## config.mk

```make
export PLATFORM = sky130hd
export DESIGN_NAME = motor_motion_profile_ramp
export DESIGN_NICKNAME = d
export VERILOG_FILES = /design/src/sv/mmpr_pkg.sv /design/src/sv/motor_motion_profile_ramp.sv
export SDC_FILE = /design/constraint.sdc
export NUM_CORES = 2
export LEC_CHECK = 0
export ABC_AREA = 1
export BUFFER_PORTS_ARGS = -buffer_cell sky130_fd_sc_hd__buf_2
export CORE_ASPECT_RATIO = 0.9
export CORE_UTILIZATION = 55
export DETAILED_ROUTE_END_ITERATION = 8
export PLACE_DENSITY = 0.78
export REMOVE_ABC_BUFFERS = 1
export SLEW_MARGIN = 40
export SYNTH_ARGS = -nofsm -noshare
export SYNTH_HDL_FRONTEND = slang
export SYNTH_SLANG_ARGS = --single-unit
export TNS_END_PERCENT = 50
```

## constraint.sdc

```tcl
create_clock -name clock -period 9.8 [get_ports clock]
set_input_delay 0.98 -clock clock [delete_from_list [all_inputs] [get_ports clock]]
set_output_delay 0.98 -clock clock [all_outputs]
set_load 0.05 [all_outputs]
```

## src/sv/mmpr_pkg.sv

```systemverilog
// Package for the motor motion profile ramp block.
// State codes, field codes, register indexes and speed helpers.
// No dependencies.
`default_nettype none
package mmpr_pkg;

   typedef enum logic [15:0] {
      ST_IDLE     = 16'h0001,
      ST_CMD_MUL  = 16'h0002,
      ST_CMD_CHK  = 16'h0004,
      ST_DIV      = 16'h0008,
      ST_CMD_SET  = 16'h0010,
      ST_T_TRAV   = 16'h0020,
      ST_T_DIST   = 16'h0040,
      ST_T_PHASE  = 16'h0080,
      ST_T_PSQ    = 16'h0100,
      ST_T_PMUL   = 16'h0200,
      ST_T_SQT    = 16'h0400,
      ST_T_SQP    = 16'h0800,
      ST_T_SAPPLY = 16'h1000,
      ST_T_TIME   = 16'h2000,
      ST_T_RAMP   = 16'h4000,
      ST_OUT      = 16'h8000
   } state_type;

   localparam logic       KIND_CMD  = 1'b0;
   localparam logic       KIND_TICK = 1'b1;

   localparam logic [1:0] MODE_CONT = 2'd0;
   localparam logic [1:0] MODE_DIST = 2'd1;
   localparam logic [1:0] MODE_TIME = 2'd2;

   localparam logic [2:0] REG_RAMP_INTERVAL = 3'd0;
   localparam logic [2:0] REG_RAMP_STEP     = 3'd1;
   localparam logic [2:0] REG_MIN_SPEED     = 3'd2;
   localparam logic [2:0] REG_FORWARD_LEVEL = 3'd3;
   localparam logic [2:0] REG_ENC_REVERSE   = 3'd4;

   localparam logic [6:0] MAX_SPEED = 7'd100;

   // duty = mag*255/100 as mag*255*ceil(2^19/100) >> 19, exact for mag <= 100
   localparam logic [27:0] PWM_RECIP = 28'd1336965;
   localparam int          PWM_SHIFT = 19;

   function automatic logic [6:0] spd_mag(input logic signed [7:0] v);
      logic [7:0] n;
      n = 8'(-v);
      return v[7] ? n[6:0] : v[6:0];
   endfunction

endpackage
`default_nettype wire

```

## src/sv/motor_motion_profile_ramp.sv

```systemverilog
// Trapezoidal speed profile for one motor channel, top level.
// Sequencer around one shared multiplier, a restoring divider and compare logic.
// Depends on mmpr_pkg.
//
// One beat in, one beat out. A beat is taken only in idle; the block then stalls
// its input until the result beat is taken. In distance deceleration a tick finds
// the floor square root bit by bit over 7 bits, with up to two passes through the
// shared multiplier per bit. A time mode command that cannot reach its requested
// speed runs the restoring divider over the 31 bits of the move amount.
`default_nettype none
module motor_motion_profile_ramp #(
   parameter int COUNT_WIDTH = 32
) (
   input  wire                clock,
   input  wire                reset,
   input  wire                req_valid,
   output logic               req_stall,
   input  wire                req_kind,
   input  wire                req_direction,
   input  wire  [6:0]         req_speed_pct,
   input  wire  [1:0]         req_move_mode,
   input  wire  [30:0]        req_move_amount,
   input  wire  signed [31:0] req_encoder_count,
   output logic               rsp_valid,
   input  wire                rsp_stall,
   output logic signed [7:0]  rsp_speed,
   output logic [7:0]         rsp_pwm_duty,
   output logic               rsp_dir_level,
   output logic               rsp_distance_active,
   output logic               rsp_time_active,
   output logic               rsp_decel_phase,
   input  wire                csr_psel,
   input  wire                csr_penable,
   input  wire                csr_pwrite,
   input  wire  [4:0]         csr_paddr,
   input  wire  [31:0]        csr_pwdata,
   output logic [31:0]        csr_prdata,
   output logic               csr_pready
);
   import mmpr_pkg::*;

   localparam int CW = COUNT_WIDTH;
   localparam int TW = (COUNT_WIDTH > 31) ? COUNT_WIDTH : 31;
   localparam int PW = TW + 14;

   state_type state_ff, state_in;

   logic [9:0] ramp_ff, ramp_in;
   logic [6:0] step_ff, step_in;
   logic [6:0] minspd_ff, minspd_in;
   logic       fwd_ff, fwd_in;
   logic       encrev_ff, encrev_in;

   logic signed [7:0] cur_ff, cur_in, tgt_ff, tgt_in, reqs_ff, reqs_in;
   logic dist_ff, dist_in, timed_ff, timed_in, phase_ff, phase_in;
   logic [CW-1:0] start_ff, start_in, accel_ff, accel_in;
   logic [TW-1:0] total_ff, total_in, decel_ff, decel_in;
   logic [6:0]    peak_ff, peak_in;
   logic [31:0]   tstart_ff, tstart_in, dur_ff, dur_in, dtime_ff, dtime_in;
   logic [31:0]   ms_ff, ms_in, lramp_ff, lramp_in;

   logic          dir_ff, dir_in;
   logic [6:0]    spd_ff, spd_in;
   logic [30:0]   amount_ff, amount_in;
   logic [CW-1:0] enc_ff, enc_in;

   logic [CW-1:0] trav_ff, trav_in;
   logic [TW-1:0] remd_ff, remd_in;
   logic [PW-1:0] p_ff, p_in;
   logic [13:0]   sq_ff, sq_in;
   logic [6:0]    s_ff, s_in;
   logic [2:0]    bit_ff, bit_in;
   logic [10:0]   div_r_ff, div_r_in;
   logic [30:0]   div_q_ff, div_q_in;
   logic [4:0]    div_cnt_ff, div_cnt_in;

   logic [TW-1:0] mul_a;
   logic [13:0]   mul_b;
   logic [PW-1:0] mul_out;

   assign mul_out = PW'(mul_a) * PW'(mul_b);

   logic        accept;
   logic        csr_wr;
   logic [63:0] enc_sx;
   logic [CW-1:0] enc_cw;

   assign accept    = req_valid && (state_ff == ST_IDLE);
   assign req_stall = (state_ff != ST_IDLE);
   assign csr_pready = 1'b1;
   assign csr_wr    = csr_psel && csr_penable && csr_pwrite && csr_pready;
   assign enc_sx    = {{32{req_encoder_count[31]}}, req_encoder_count};
   assign enc_cw    = enc_sx[CW-1:0];

   always_comb begin
      csr_prdata = 32'd0;
      case (csr_paddr[4:2])
         REG_RAMP_INTERVAL: csr_prdata = {22'd0, ramp_ff};
         REG_RAMP_STEP:     csr_prdata = {25'd0, step_ff};
         REG_MIN_SPEED:     csr_prdata = {25'd0, minspd_ff};
         REG_FORWARD_LEVEL: csr_prdata = {31'd0, fwd_ff};
         REG_ENC_REVERSE:   csr_prdata = {31'd0, encrev_ff};
         default:           csr_prdata = 32'd0;
      endcase
   end

   logic [6:0]    spd_cl, mag_c, mag_r, t_cand, lo_spd, s_val;
   logic signed [7:0] reqs_n;
   logic [CW-1:0] d_cnt, acc_n;
   logic [TW-1:0] trav_ext, limit;
   logic [31:0]   need32, elapsed, since_ramp;
   logic [11:0]   r_sh, divisor;
   logic          qbit, ph_set;
   logic signed [8:0] cs9, ts9, st9;

   always_comb begin
      state_in   = state_ff;
      ramp_in    = ramp_ff;
      step_in    = step_ff;
      minspd_in  = minspd_ff;
      fwd_in     = fwd_ff;
      encrev_in  = encrev_ff;
      cur_in     = cur_ff;
      tgt_in     = tgt_ff;
      reqs_in    = reqs_ff;
      dist_in    = dist_ff;
      timed_in   = timed_ff;
      phase_in   = phase_ff;
      start_in   = start_ff;
      accel_in   = accel_ff;
      total_in   = total_ff;
      decel_in   = decel_ff;
      peak_in    = peak_ff;
      tstart_in  = tstart_ff;
      dur_in     = dur_ff;
      dtime_in   = dtime_ff;
      ms_in      = ms_ff;
      lramp_in   = lramp_ff;
      dir_in     = dir_ff;
      spd_in     = spd_ff;
      amount_in  = amount_ff;
      enc_in     = enc_ff;
      trav_in    = trav_ff;
      remd_in    = remd_ff;
      p_in       = p_ff;
      sq_in      = sq_ff;
      s_in       = s_ff;
      bit_in     = bit_ff;
      div_r_in   = div_r_ff;
      div_q_in   = div_q_ff;
      div_cnt_in = div_cnt_ff;
      mul_a      = '0;
      mul_b      = '0;

      spd_cl   = (req_speed_pct > MAX_SPEED) ? MAX_SPEED : req_speed_pct;
      reqs_n   = req_direction ? signed'({1'b0, spd_cl}) : signed'(8'(-{1'b0, spd_cl}));
      mag_c    = spd_mag(cur_ff);
      mag_r    = spd_mag(reqs_ff);
      t_cand   = s_ff | (7'd1 << bit_ff);
      lo_spd   = (minspd_ff > MAX_SPEED) ? MAX_SPEED : minspd_ff;
      s_val    = (s_ff < lo_spd) ? lo_spd : s_ff;
      d_cnt    = enc_ff - start_ff;
      trav_ext = TW'(trav_ff);
      acc_n    = accel_ff;
      limit    = trav_ext;
      ph_set   = 1'b0;
      need32   = 32'(p_ff[16:0]);
      elapsed  = ms_ff - tstart_ff;
      since_ramp = ms_ff - lramp_ff;
      divisor  = {1'b0, ramp_ff, 1'b0};
      r_sh     = {div_r_ff, div_q_ff[30]};
      qbit     = (r_sh >= divisor);
      cs9      = {cur_ff[7], cur_ff};
      ts9      = {tgt_ff[7], tgt_ff};
      st9      = signed'({2'b00, step_ff});

      if (csr_wr) begin
         case (csr_paddr[4:2])
            REG_RAMP_INTERVAL: ramp_in   = csr_pwdata[9:0];
            REG_RAMP_STEP:     step_in   = csr_pwdata[6:0];
            REG_MIN_SPEED:     minspd_in = csr_pwdata[6:0];
            REG_FORWARD_LEVEL: fwd_in    = csr_pwdata[0];
            REG_ENC_REVERSE:   encrev_in = csr_pwdata[0];
            default: ;
         endcase
      end

      case (state_ff)
         ST_IDLE: begin
            if (accept) begin
               dir_in    = req_direction;
               spd_in    = spd_cl;
               amount_in = req_move_amount;
               enc_in    = encrev_ff ? CW'(CW'(0) - enc_cw) : enc_cw;
               if (req_kind == KIND_TICK) begin
                  state_in = ST_T_TRAV;
               end else begin
                  reqs_in = reqs_n;
                  case (req_move_mode)
                     MODE_DIST: begin
                        timed_in = 1'b0;
                        total_in = TW'(req_move_amount);
                        start_in = encrev_ff ? CW'(CW'(0) - enc_cw) : enc_cw;
                        accel_in = '0;
                        phase_in = 1'b0;
                        tgt_in   = reqs_n;
                        dist_in  = 1'b1;
                        state_in = ST_OUT;
                     end
                     MODE_TIME: state_in = ST_CMD_MUL;
                     default: begin
                        dist_in  = 1'b0;
                        timed_in = 1'b0;
                        tgt_in   = reqs_n;
                        state_in = ST_OUT;
                     end
                  endcase
               end
            end
         end
         ST_CMD_MUL: begin
            mul_a    = TW'(spd_ff);
            mul_b    = 14'(ramp_ff);
            p_in     = mul_out;
            state_in = ST_CMD_CHK;
         end
         ST_CMD_CHK: begin
            if (32'(amount_ff) >= {need32[30:0], 1'b0}) begin
               peak_in  = spd_ff;
               dtime_in = 32'(amount_ff) - need32;
               state_in = ST_CMD_SET;
            end else begin
               div_r_in   = '0;
               div_q_in   = amount_ff;
               div_cnt_in = 5'd30;
               state_in   = ST_DIV;
            end
         end
         ST_DIV: begin
            div_r_in   = qbit ? 11'(r_sh - divisor) : r_sh[10:0];
            div_q_in   = {div_q_ff[29:0], qbit};
            div_cnt_in = div_cnt_ff - 5'd1;
            if (div_cnt_ff == 5'd0) begin
               peak_in  = div_q_in[6:0];
               dtime_in = 32'(amount_ff[30:1]);
               state_in = ST_CMD_SET;
            end
         end
         ST_CMD_SET: begin
            dist_in   = 1'b0;
            dur_in    = 32'(amount_ff);
            tstart_in = ms_ff;
            tgt_in    = dir_ff ? signed'({1'b0, peak_ff}) : signed'(8'(-{1'b0, peak_ff}));
            timed_in  = 1'b1;
            state_in  = ST_OUT;
         end
         ST_T_TRAV: begin
            trav_in  = d_cnt[CW-1] ? CW'(~d_cnt + 1'b1) : d_cnt;
            ms_in    = ms_ff + 32'd1;
            state_in = ST_T_DIST;
         end
         ST_T_DIST: begin
            state_in = ST_T_TIME;
            if (dist_ff) begin
               if (trav_ext >= total_ff) begin
                  tgt_in  = '0;
                  cur_in  = '0;
                  dist_in = 1'b0;
               end else begin
                  remd_in  = total_ff - trav_ext;
                  state_in = ST_T_PHASE;
               end
            end
         end
         ST_T_PHASE: begin
            if (!phase_ff) begin
               if (mag_c >= mag_r && accel_ff == '0) acc_n = trav_ff;
               accel_in = acc_n;
               limit    = (acc_n != '0) ? TW'(acc_n) : trav_ext;
               if (remd_ff <= limit) begin
                  ph_set   = 1'b1;
                  phase_in = 1'b1;
                  decel_in = remd_ff;
                  peak_in  = mag_c;
               end
            end
            if (ph_set) begin
               state_in = ST_T_PSQ;
            end else if (phase_ff) begin
               if (decel_ff == '0) begin
                  s_in     = (peak_ff > MAX_SPEED) ? MAX_SPEED : peak_ff;
                  state_in = ST_T_SAPPLY;
               end else begin
                  state_in = ST_T_PSQ;
               end
            end else begin
               state_in = ST_T_TIME;
            end
         end
         ST_T_PSQ: begin
            mul_a    = TW'(peak_ff);
            mul_b    = 14'(peak_ff);
            sq_in    = mul_out[13:0];
            state_in = ST_T_PMUL;
         end
         ST_T_PMUL: begin
            mul_a    = remd_ff;
            mul_b    = sq_ff;
            p_in     = mul_out;
            s_in     = '0;
            bit_in   = 3'd6;
            state_in = ST_T_SQT;
         end
         ST_T_SQT: begin
            if (t_cand > MAX_SPEED) begin
               bit_in = bit_ff - 3'd1;
               if (bit_ff == 3'd0) state_in = ST_T_SAPPLY;
            end else begin
               mul_a    = TW'(t_cand);
               mul_b    = 14'(t_cand);
               sq_in    = mul_out[13:0];
               state_in = ST_T_SQP;
            end
         end
         ST_T_SQP: begin
            mul_a  = decel_ff;
            mul_b  = sq_ff;
            if (mul_out <= p_ff) s_in = t_cand;
            bit_in = bit_ff - 3'd1;
            state_in = (bit_ff == 3'd0) ? ST_T_SAPPLY : ST_T_SQT;
         end
         ST_T_SAPPLY: begin
            cur_in   = reqs_ff[7] ? signed'(8'(-{1'b0, s_val})) : signed'({1'b0, s_val});
            tgt_in   = cur_in;
            state_in = ST_T_TIME;
         end
         ST_T_TIME: begin
            if (timed_ff) begin
               if (elapsed >= dur_ff) begin
                  tgt_in   = '0;
                  cur_in   = '0;
                  timed_in = 1'b0;
               end else if (elapsed >= dtime_ff) begin
                  tgt_in = '0;
               end
            end
            state_in = ST_T_RAMP;
         end
         ST_T_RAMP: begin
            if (since_ramp >= 32'(ramp_ff)) begin
               lramp_in = ms_ff;
               if (!(dist_ff && phase_ff)) begin
                  if (cs9 < ts9)
                     cur_in = (ts9 - cs9 > st9) ? 8'(cs9 + st9) : tgt_ff;
                  else if (cs9 > ts9)
                     cur_in = (cs9 - ts9 > st9) ? 8'(cs9 - st9) : tgt_ff;
               end
            end
            state_in = ST_OUT;
         end
         ST_OUT: begin
            if (!rsp_stall) state_in = ST_IDLE;
         end
         default: state_in = ST_IDLE;
      endcase
   end

   always_ff @(posedge clock) begin
      if (reset) begin
         state_ff  <= ST_IDLE;
         ramp_ff   <= 10'd20;
         step_ff   <= 7'd1;
         minspd_ff <= 7'd10;
         fwd_ff    <= 1'b1;
         encrev_ff <= 1'b0;
         cur_ff    <= '0;
         tgt_ff    <= '0;
         reqs_ff   <= '0;
         dist_ff   <= 1'b0;
         timed_ff  <= 1'b0;
         phase_ff  <= 1'b0;
         start_ff  <= '0;
         accel_ff  <= '0;
         total_ff  <= '0;
         decel_ff  <= '0;
         peak_ff   <= '0;
         tstart_ff <= '0;
         dur_ff    <= '0;
         dtime_ff  <= '0;
         ms_ff     <= '0;
         lramp_ff  <= '0;
      end else begin
         state_ff  <= state_in;
         ramp_ff   <= ramp_in;
         step_ff   <= step_in;
         minspd_ff <= minspd_in;
         fwd_ff    <= fwd_in;
         encrev_ff <= encrev_in;
         cur_ff    <= cur_in;
         tgt_ff    <= tgt_in;
         reqs_ff   <= reqs_in;
         dist_ff   <= dist_in;
         timed_ff  <= timed_in;
         phase_ff  <= phase_in;
         start_ff  <= start_in;
         accel_ff  <= accel_in;
         total_ff  <= total_in;
         decel_ff  <= decel_in;
         peak_ff   <= peak_in;
         tstart_ff <= tstart_in;
         dur_ff    <= dur_in;
         dtime_ff  <= dtime_in;
         ms_ff     <= ms_in;
         lramp_ff  <= lramp_in;
      end
   end

   always_ff @(posedge clock) begin
      dir_ff     <= dir_in;
      spd_ff     <= spd_in;
      amount_ff  <= amount_in;
      enc_ff     <= enc_in;
      trav_ff    <= trav_in;
      remd_ff    <= remd_in;
      p_ff       <= p_in;
      sq_ff      <= sq_in;
      s_ff       <= s_in;
      bit_ff     <= bit_in;
      div_r_ff   <= div_r_in;
      div_q_ff   <= div_q_in;
      div_cnt_ff <= div_cnt_in;
   end

   logic [27:0] pwm_prod;
   assign pwm_prod = 28'(mag_c) * PWM_RECIP;

   assign rsp_valid           = (state_ff == ST_OUT);
   assign rsp_speed           = cur_ff;
   assign rsp_pwm_duty        = pwm_prod[PWM_SHIFT+7:PWM_SHIFT];
   assign rsp_dir_level       = cur_ff[7] ? ~fwd_ff : fwd_ff;
   assign rsp_distance_active = dist_ff;
   assign rsp_time_active     = timed_ff;
   assign rsp_decel_phase     = dist_ff && phase_ff;

endmodule
`default_nettype wire

```

==> metrics.txt <==
# TYPE chip_impl_metric gauge
chip_impl_metric{name="gr-total-overflow",unit=""} 0
chip_impl_info{name="endpoint_kind",value="register"} 1
chip_impl_info{name="cts_root_buffer",value="clkbuf_16"} 1
chip_impl_metric{name="hold_viol_final",unit=""} 0
chip_impl_metric{name="drt-vias-per-instance",unit=""} 5.66
chip_impl_metric{name="timing.critical_path.required",unit="ns"} 10.15
chip_impl_metric{name="synthArstFlopShare",unit=""} 0
chip_impl_metric{name="final_min_period_over_clock_period",unit=""} 0.964
chip_impl_metric{name="final_period_minus_worst_setup_slack",unit="ns"} 9.45
chip_impl_metric{name="rows",unit=""} 112
chip_impl_metric{name="finalSetupViolCount",unit=""} 0
chip_impl_metric{name="ir_worst_vdd",unit="mV"} 0.125
chip_impl_metric{name="cts_max_level",unit=""} 3
chip_impl_metric{name="fin_setup_tns",unit="ns"} 0
chip_impl_info{name="hold_path.class",value="register to register"} 1
chip_impl_metric{name="clock_latency",unit="ns"} 0.65
chip_impl_metric{name="comb_power_share",unit=""} 0.339
chip_impl_metric{name="finalNetCount",unit=""} 9019
chip_impl_info{name="worst_hold_startpoint",value="lramp_ff[24]"} 1
chip_impl_metric{name="synthToLayoutAreaGrowth",unit="%"} 10.0
chip_impl_metric{name="power.switching",unit="mW"} 3.27
chip_impl_info{name="synth_most_common_cell",value="nand2_1"} 1
chip_impl_metric{name="globalplace.congestion",unit=""} 1.02
chip_impl_metric{name="dpl.cell_count",unit=""} 9218
chip_impl_metric{name="yosys_warnings",unit=""} 0
chip_impl_metric{name="maxSlewViolCount",unit=""} 0
chip_impl_info{name="timing.setup.critical_path_class",value="register to register"} 1
chip_impl_metric{name="final_cell_area",unit="µm²"} 63900
chip_impl_info{name="run_status",value="completed"} 1
chip_impl_metric{name="synth.top_cell.area_share",unit=""} 0.131
chip_impl_metric{name="core",unit="µm²"} 104000
chip_impl_metric{name="grt_first_pass_wirelength",unit="µm"} 274000
chip_impl_metric{name="die-height",unit="µm"} 310
chip_impl_info{name="synth.top_cells.by_count",value="1,498 x nand2_1, 1,474 x inv_1, 812 x nor2_1"} 1
chip_impl_metric{name="leakage_dissipation",unit="nW"} 31.2
chip_impl_metric{name="worst_case_headroom_to_the_max_slew_limit",unit=""} 0.352
chip_impl_metric{name="pwr_density_cell",unit="nW/µm²"} 137
chip_impl_metric{name="post-dp-hpwl",unit="µm"} 141000
chip_impl_metric{name="numPortBuffers",unit=""} 125
chip_impl_metric{name="dieArea",unit="µm²"} 107000
chip_impl_metric{name="total_power",unit="mW"} 8.76
chip_impl_metric{name="final.hold.worst_slack",unit="ns"} 0.460
chip_impl_metric{name="cts_inserted_buffers",unit=""} 72
chip_impl_info{name="top_post_synthesis_cells_by_area",value="fa_1 13%, edfxtp_1 13%, dfxtp_1 12%, ha_1 12%, nand2_1 9.7%"} 1
chip_impl_metric{name="floorplan.initialDensity",unit=""} 0.558
chip_impl_metric{name="globalRouteTotalUtil",unit=""} 0.327
chip_impl_metric{name="seq_area_frac_synth",unit=""} 0.255
chip_impl_metric{name="clock_power_share",unit=""} 0.316
chip_impl_metric{name="syn-instance-count",unit=""} 7815
chip_impl_metric{name="via_count",unit=""} 53100
chip_impl_metric{name="antenna_left",unit=""} 0
chip_impl_metric{name="post_layout_nonfiller_instances",unit=""} 9395
chip_impl_metric{name="worst_ep_arrival_time",unit="ns"} 9.80
chip_impl_metric{name="clkSlewWorstSetupHoldPaths",unit="ns"} 0.06
chip_impl_metric{name="power.share.sequential",unit=""} 0.344
chip_impl_metric{name="syn-mean-instance-area",unit="µm²"} 7.43
chip_impl_info{name="cts_tree",value="done"} 1
chip_impl_info{name="slowest_stage",value="fa_2"} 1
chip_impl_info{name="synth_largest_area_cell",value="fa_1"} 1
chip_impl_metric{name="drcViolationCount",unit=""} 0
chip_impl_metric{name="grt_antenna_before_repair",unit=""} 15
chip_impl_metric{name="dr.first_iter.drc_count",unit=""} 4772
chip_impl_metric{name="internal_dissipation",unit="mW"} 5.49
chip_impl_metric{name="dr_wl_cell",unit="µm"} 18.9
chip_impl_metric{name="number_of_primary_i_o_pins",unit=""} 173
chip_impl_metric{name="synth_cell_types",unit=""} 68
chip_impl_info{name="timing.critical_path.mode_cell",value="nand2_1"} 1
chip_impl_metric{name="die_width",unit="µm"} 345
chip_impl_metric{name="yosys_register_bits",unit=""} 614
chip_impl_metric{name="timing_worst_slew_pin_value",unit="ns"} 0.965
chip_impl_info{name="synth-main-ff-cell",value="dfxtp_1"} 1
chip_impl_metric{name="routed_wirelength",unit="µm"} 177000
chip_impl_metric{name="layout-drive-gt1-share",unit=""} 0.0716
chip_impl_info{name="worstSetupStartpoint",value="bit_ff[0]"} 1
chip_impl_metric{name="clock_tree.buffer_depth",unit=""} 3
chip_impl_metric{name="synth_area",unit="µm²"} 58100
chip_impl_metric{name="numClockSinks",unit=""} 614
chip_impl_metric{name="cts_hold_repair.buffers",unit=""} 0
chip_impl_metric{name="synth-edff-count",unit=""} 252
chip_impl_metric{name="timing.critical_path.slowest_cell_delay",unit="ns"} 0.63
chip_impl_metric{name="sw_frac_of_total",unit=""} 0.374
chip_impl_metric{name="detail_route.first_pass.iterations",unit=""} 6
chip_impl_metric{name="crit_fanout",unit=""} 8
chip_impl_metric{name="clock-skew-final",unit="ns"} 0.0302
chip_impl_metric{name="detailed_place.area",unit="µm²"} 60500
chip_impl_info{name="cp-start-kind",value="register"} 1
chip_impl_metric{name="grt_start_max_net_pins",unit=""} 170
chip_impl_info{name="rr_startpoint",value="bit_ff[0]"} 1
chip_impl_metric{name="timing.fmax",unit="MHz"} 106
chip_impl_metric{name="vias_in_the_first_global_route",unit=""} 50900
chip_impl_metric{name="drv.max_cap_violation_count",unit=""} 0
state kept, by name, summed over array words and instances (netlist names), 32 cells and up:
signal     flops
accel_ff      32
dtime_ff      32
ms_ff         32
lramp_ff      32
remd_ff       32
enc_ff        32
start_ff      32
trav_ext      32
p_ff          46
decel_ff      32
tstart_ff     32
cell usage in the layout, fill, tap and decap left out, types with 186 or more instances in the layout:
cell type,Yosys,layout
nand2_1,1498,1488
inv_1,1474,1466
nor2_1,812,800
a21oi_1,673,649
ha_1,556,539
o21ai_0,444,438
fa_1,380,375
dfxtp_1,362,360
edfxtp_1,252,252
nand3_1,233,228
xor2_1,189,186
cells by family (layout without fill, tap and decap cells):
group | Yosys count | after routing | share of synthesized area
DFF | 614 | 614 | 0.255
buffers and inverters | 1716 | 1899 | 0.114
AOI/OAI and AO/OA | 1433 | 1433 | 0.138
other | 2 | 30 | 0.000129
and+or+nand+nor | 2845 | 2846 | 0.202
adders and majority gates | 936 | 936 | 0.251
xor gates and xnor gates | 269 | 269 | 0.0407
cell type report:
type | count | area [µm²]
Clock buffer | 97 | 2020
Antenna cell | 7 | 17.5
Clock inverter | 32 | 373
Sequential cell | 614 | 14800
Timing Repair inverter | 2 | 12.5
Inverter | 1493 | 5640
Multi-Input combinational cell | 5507 | 37400
Tap cell | 1368 | 1710
Fill cell | 9271 | 40200
Timing Repair Buffer | 275 | 1910
final timing paths:
| check | endpoint | slack (ns) | cells after the start |
|---|---|---|---|
| setup reg to reg | s_ff[5] | 0.35 | 44 |
| hold reg to reg | lramp_ff[24] | 0.46 | 2 |
| hold / removal | lramp_ff[24] | 0.46 | 2 |
| setup / recovery | s_ff[5] | 0.35 | 44 |
metal layers:
layer	wire (µm)	part of all wire	GRT usage	up-vias
met5	100	0.00056	0	-
met2	80500	0.45	0.530	2190
met3	17100	0.096	0.0763	401
li1	-	-	-	25400
met4	6830	0.039	0.120	14
met1	72700	0.41	0.425	25100
power by group through the flow:
| stage | combinational (mW) | clock [mW] | sequential, mW |
|---|---|---|---|
| 2_1_floorplan | 2.14 | 0 | 3.01 |
| 3_3_place_gp | 2.82 | 0 | 3.06 |
| 3_5_place_dp | 2.89 | 0 | 3.07 |
| 4_1_cts | 2.91 | 2.79 | 3.01 |
| 5_1_grt | 3.33 | 2.89 | 3.03 |
| 6_report | 2.97 | 2.77 | 3.02 |
worst max-delay path: cells and delay by family (launching register included):
family	cells	cell delay, ns
simple gates	14	1.69
compound gates	9	1.43
buf+inv	12	1.66
flops	1	0.44
fa+ha+maj	9	3.92
through the flow:
stage	setup WS, ns	util
floorplan	-0.576	-
global placement	-0.210	0.580
detailed placement	-0.324	0.581
CTS	0.00976	0.605
global route	-0.0634	0.614
finish	0.351	0.614
repair_timing:
| item | 4_1_cts | 5_1_grt |
|---|---|---|
| pin swaps | 1 | 33 |
| buffers inserted | 1 | 34 |
| endpoints found under the setup margin | 7 | 7 |
| gates resized for setup | 23 | 133 |
| hold endpoints to repair | 0 | 0 |
| gates cloned | 1 | 4 |
Power figures use the tool's default switching activity.
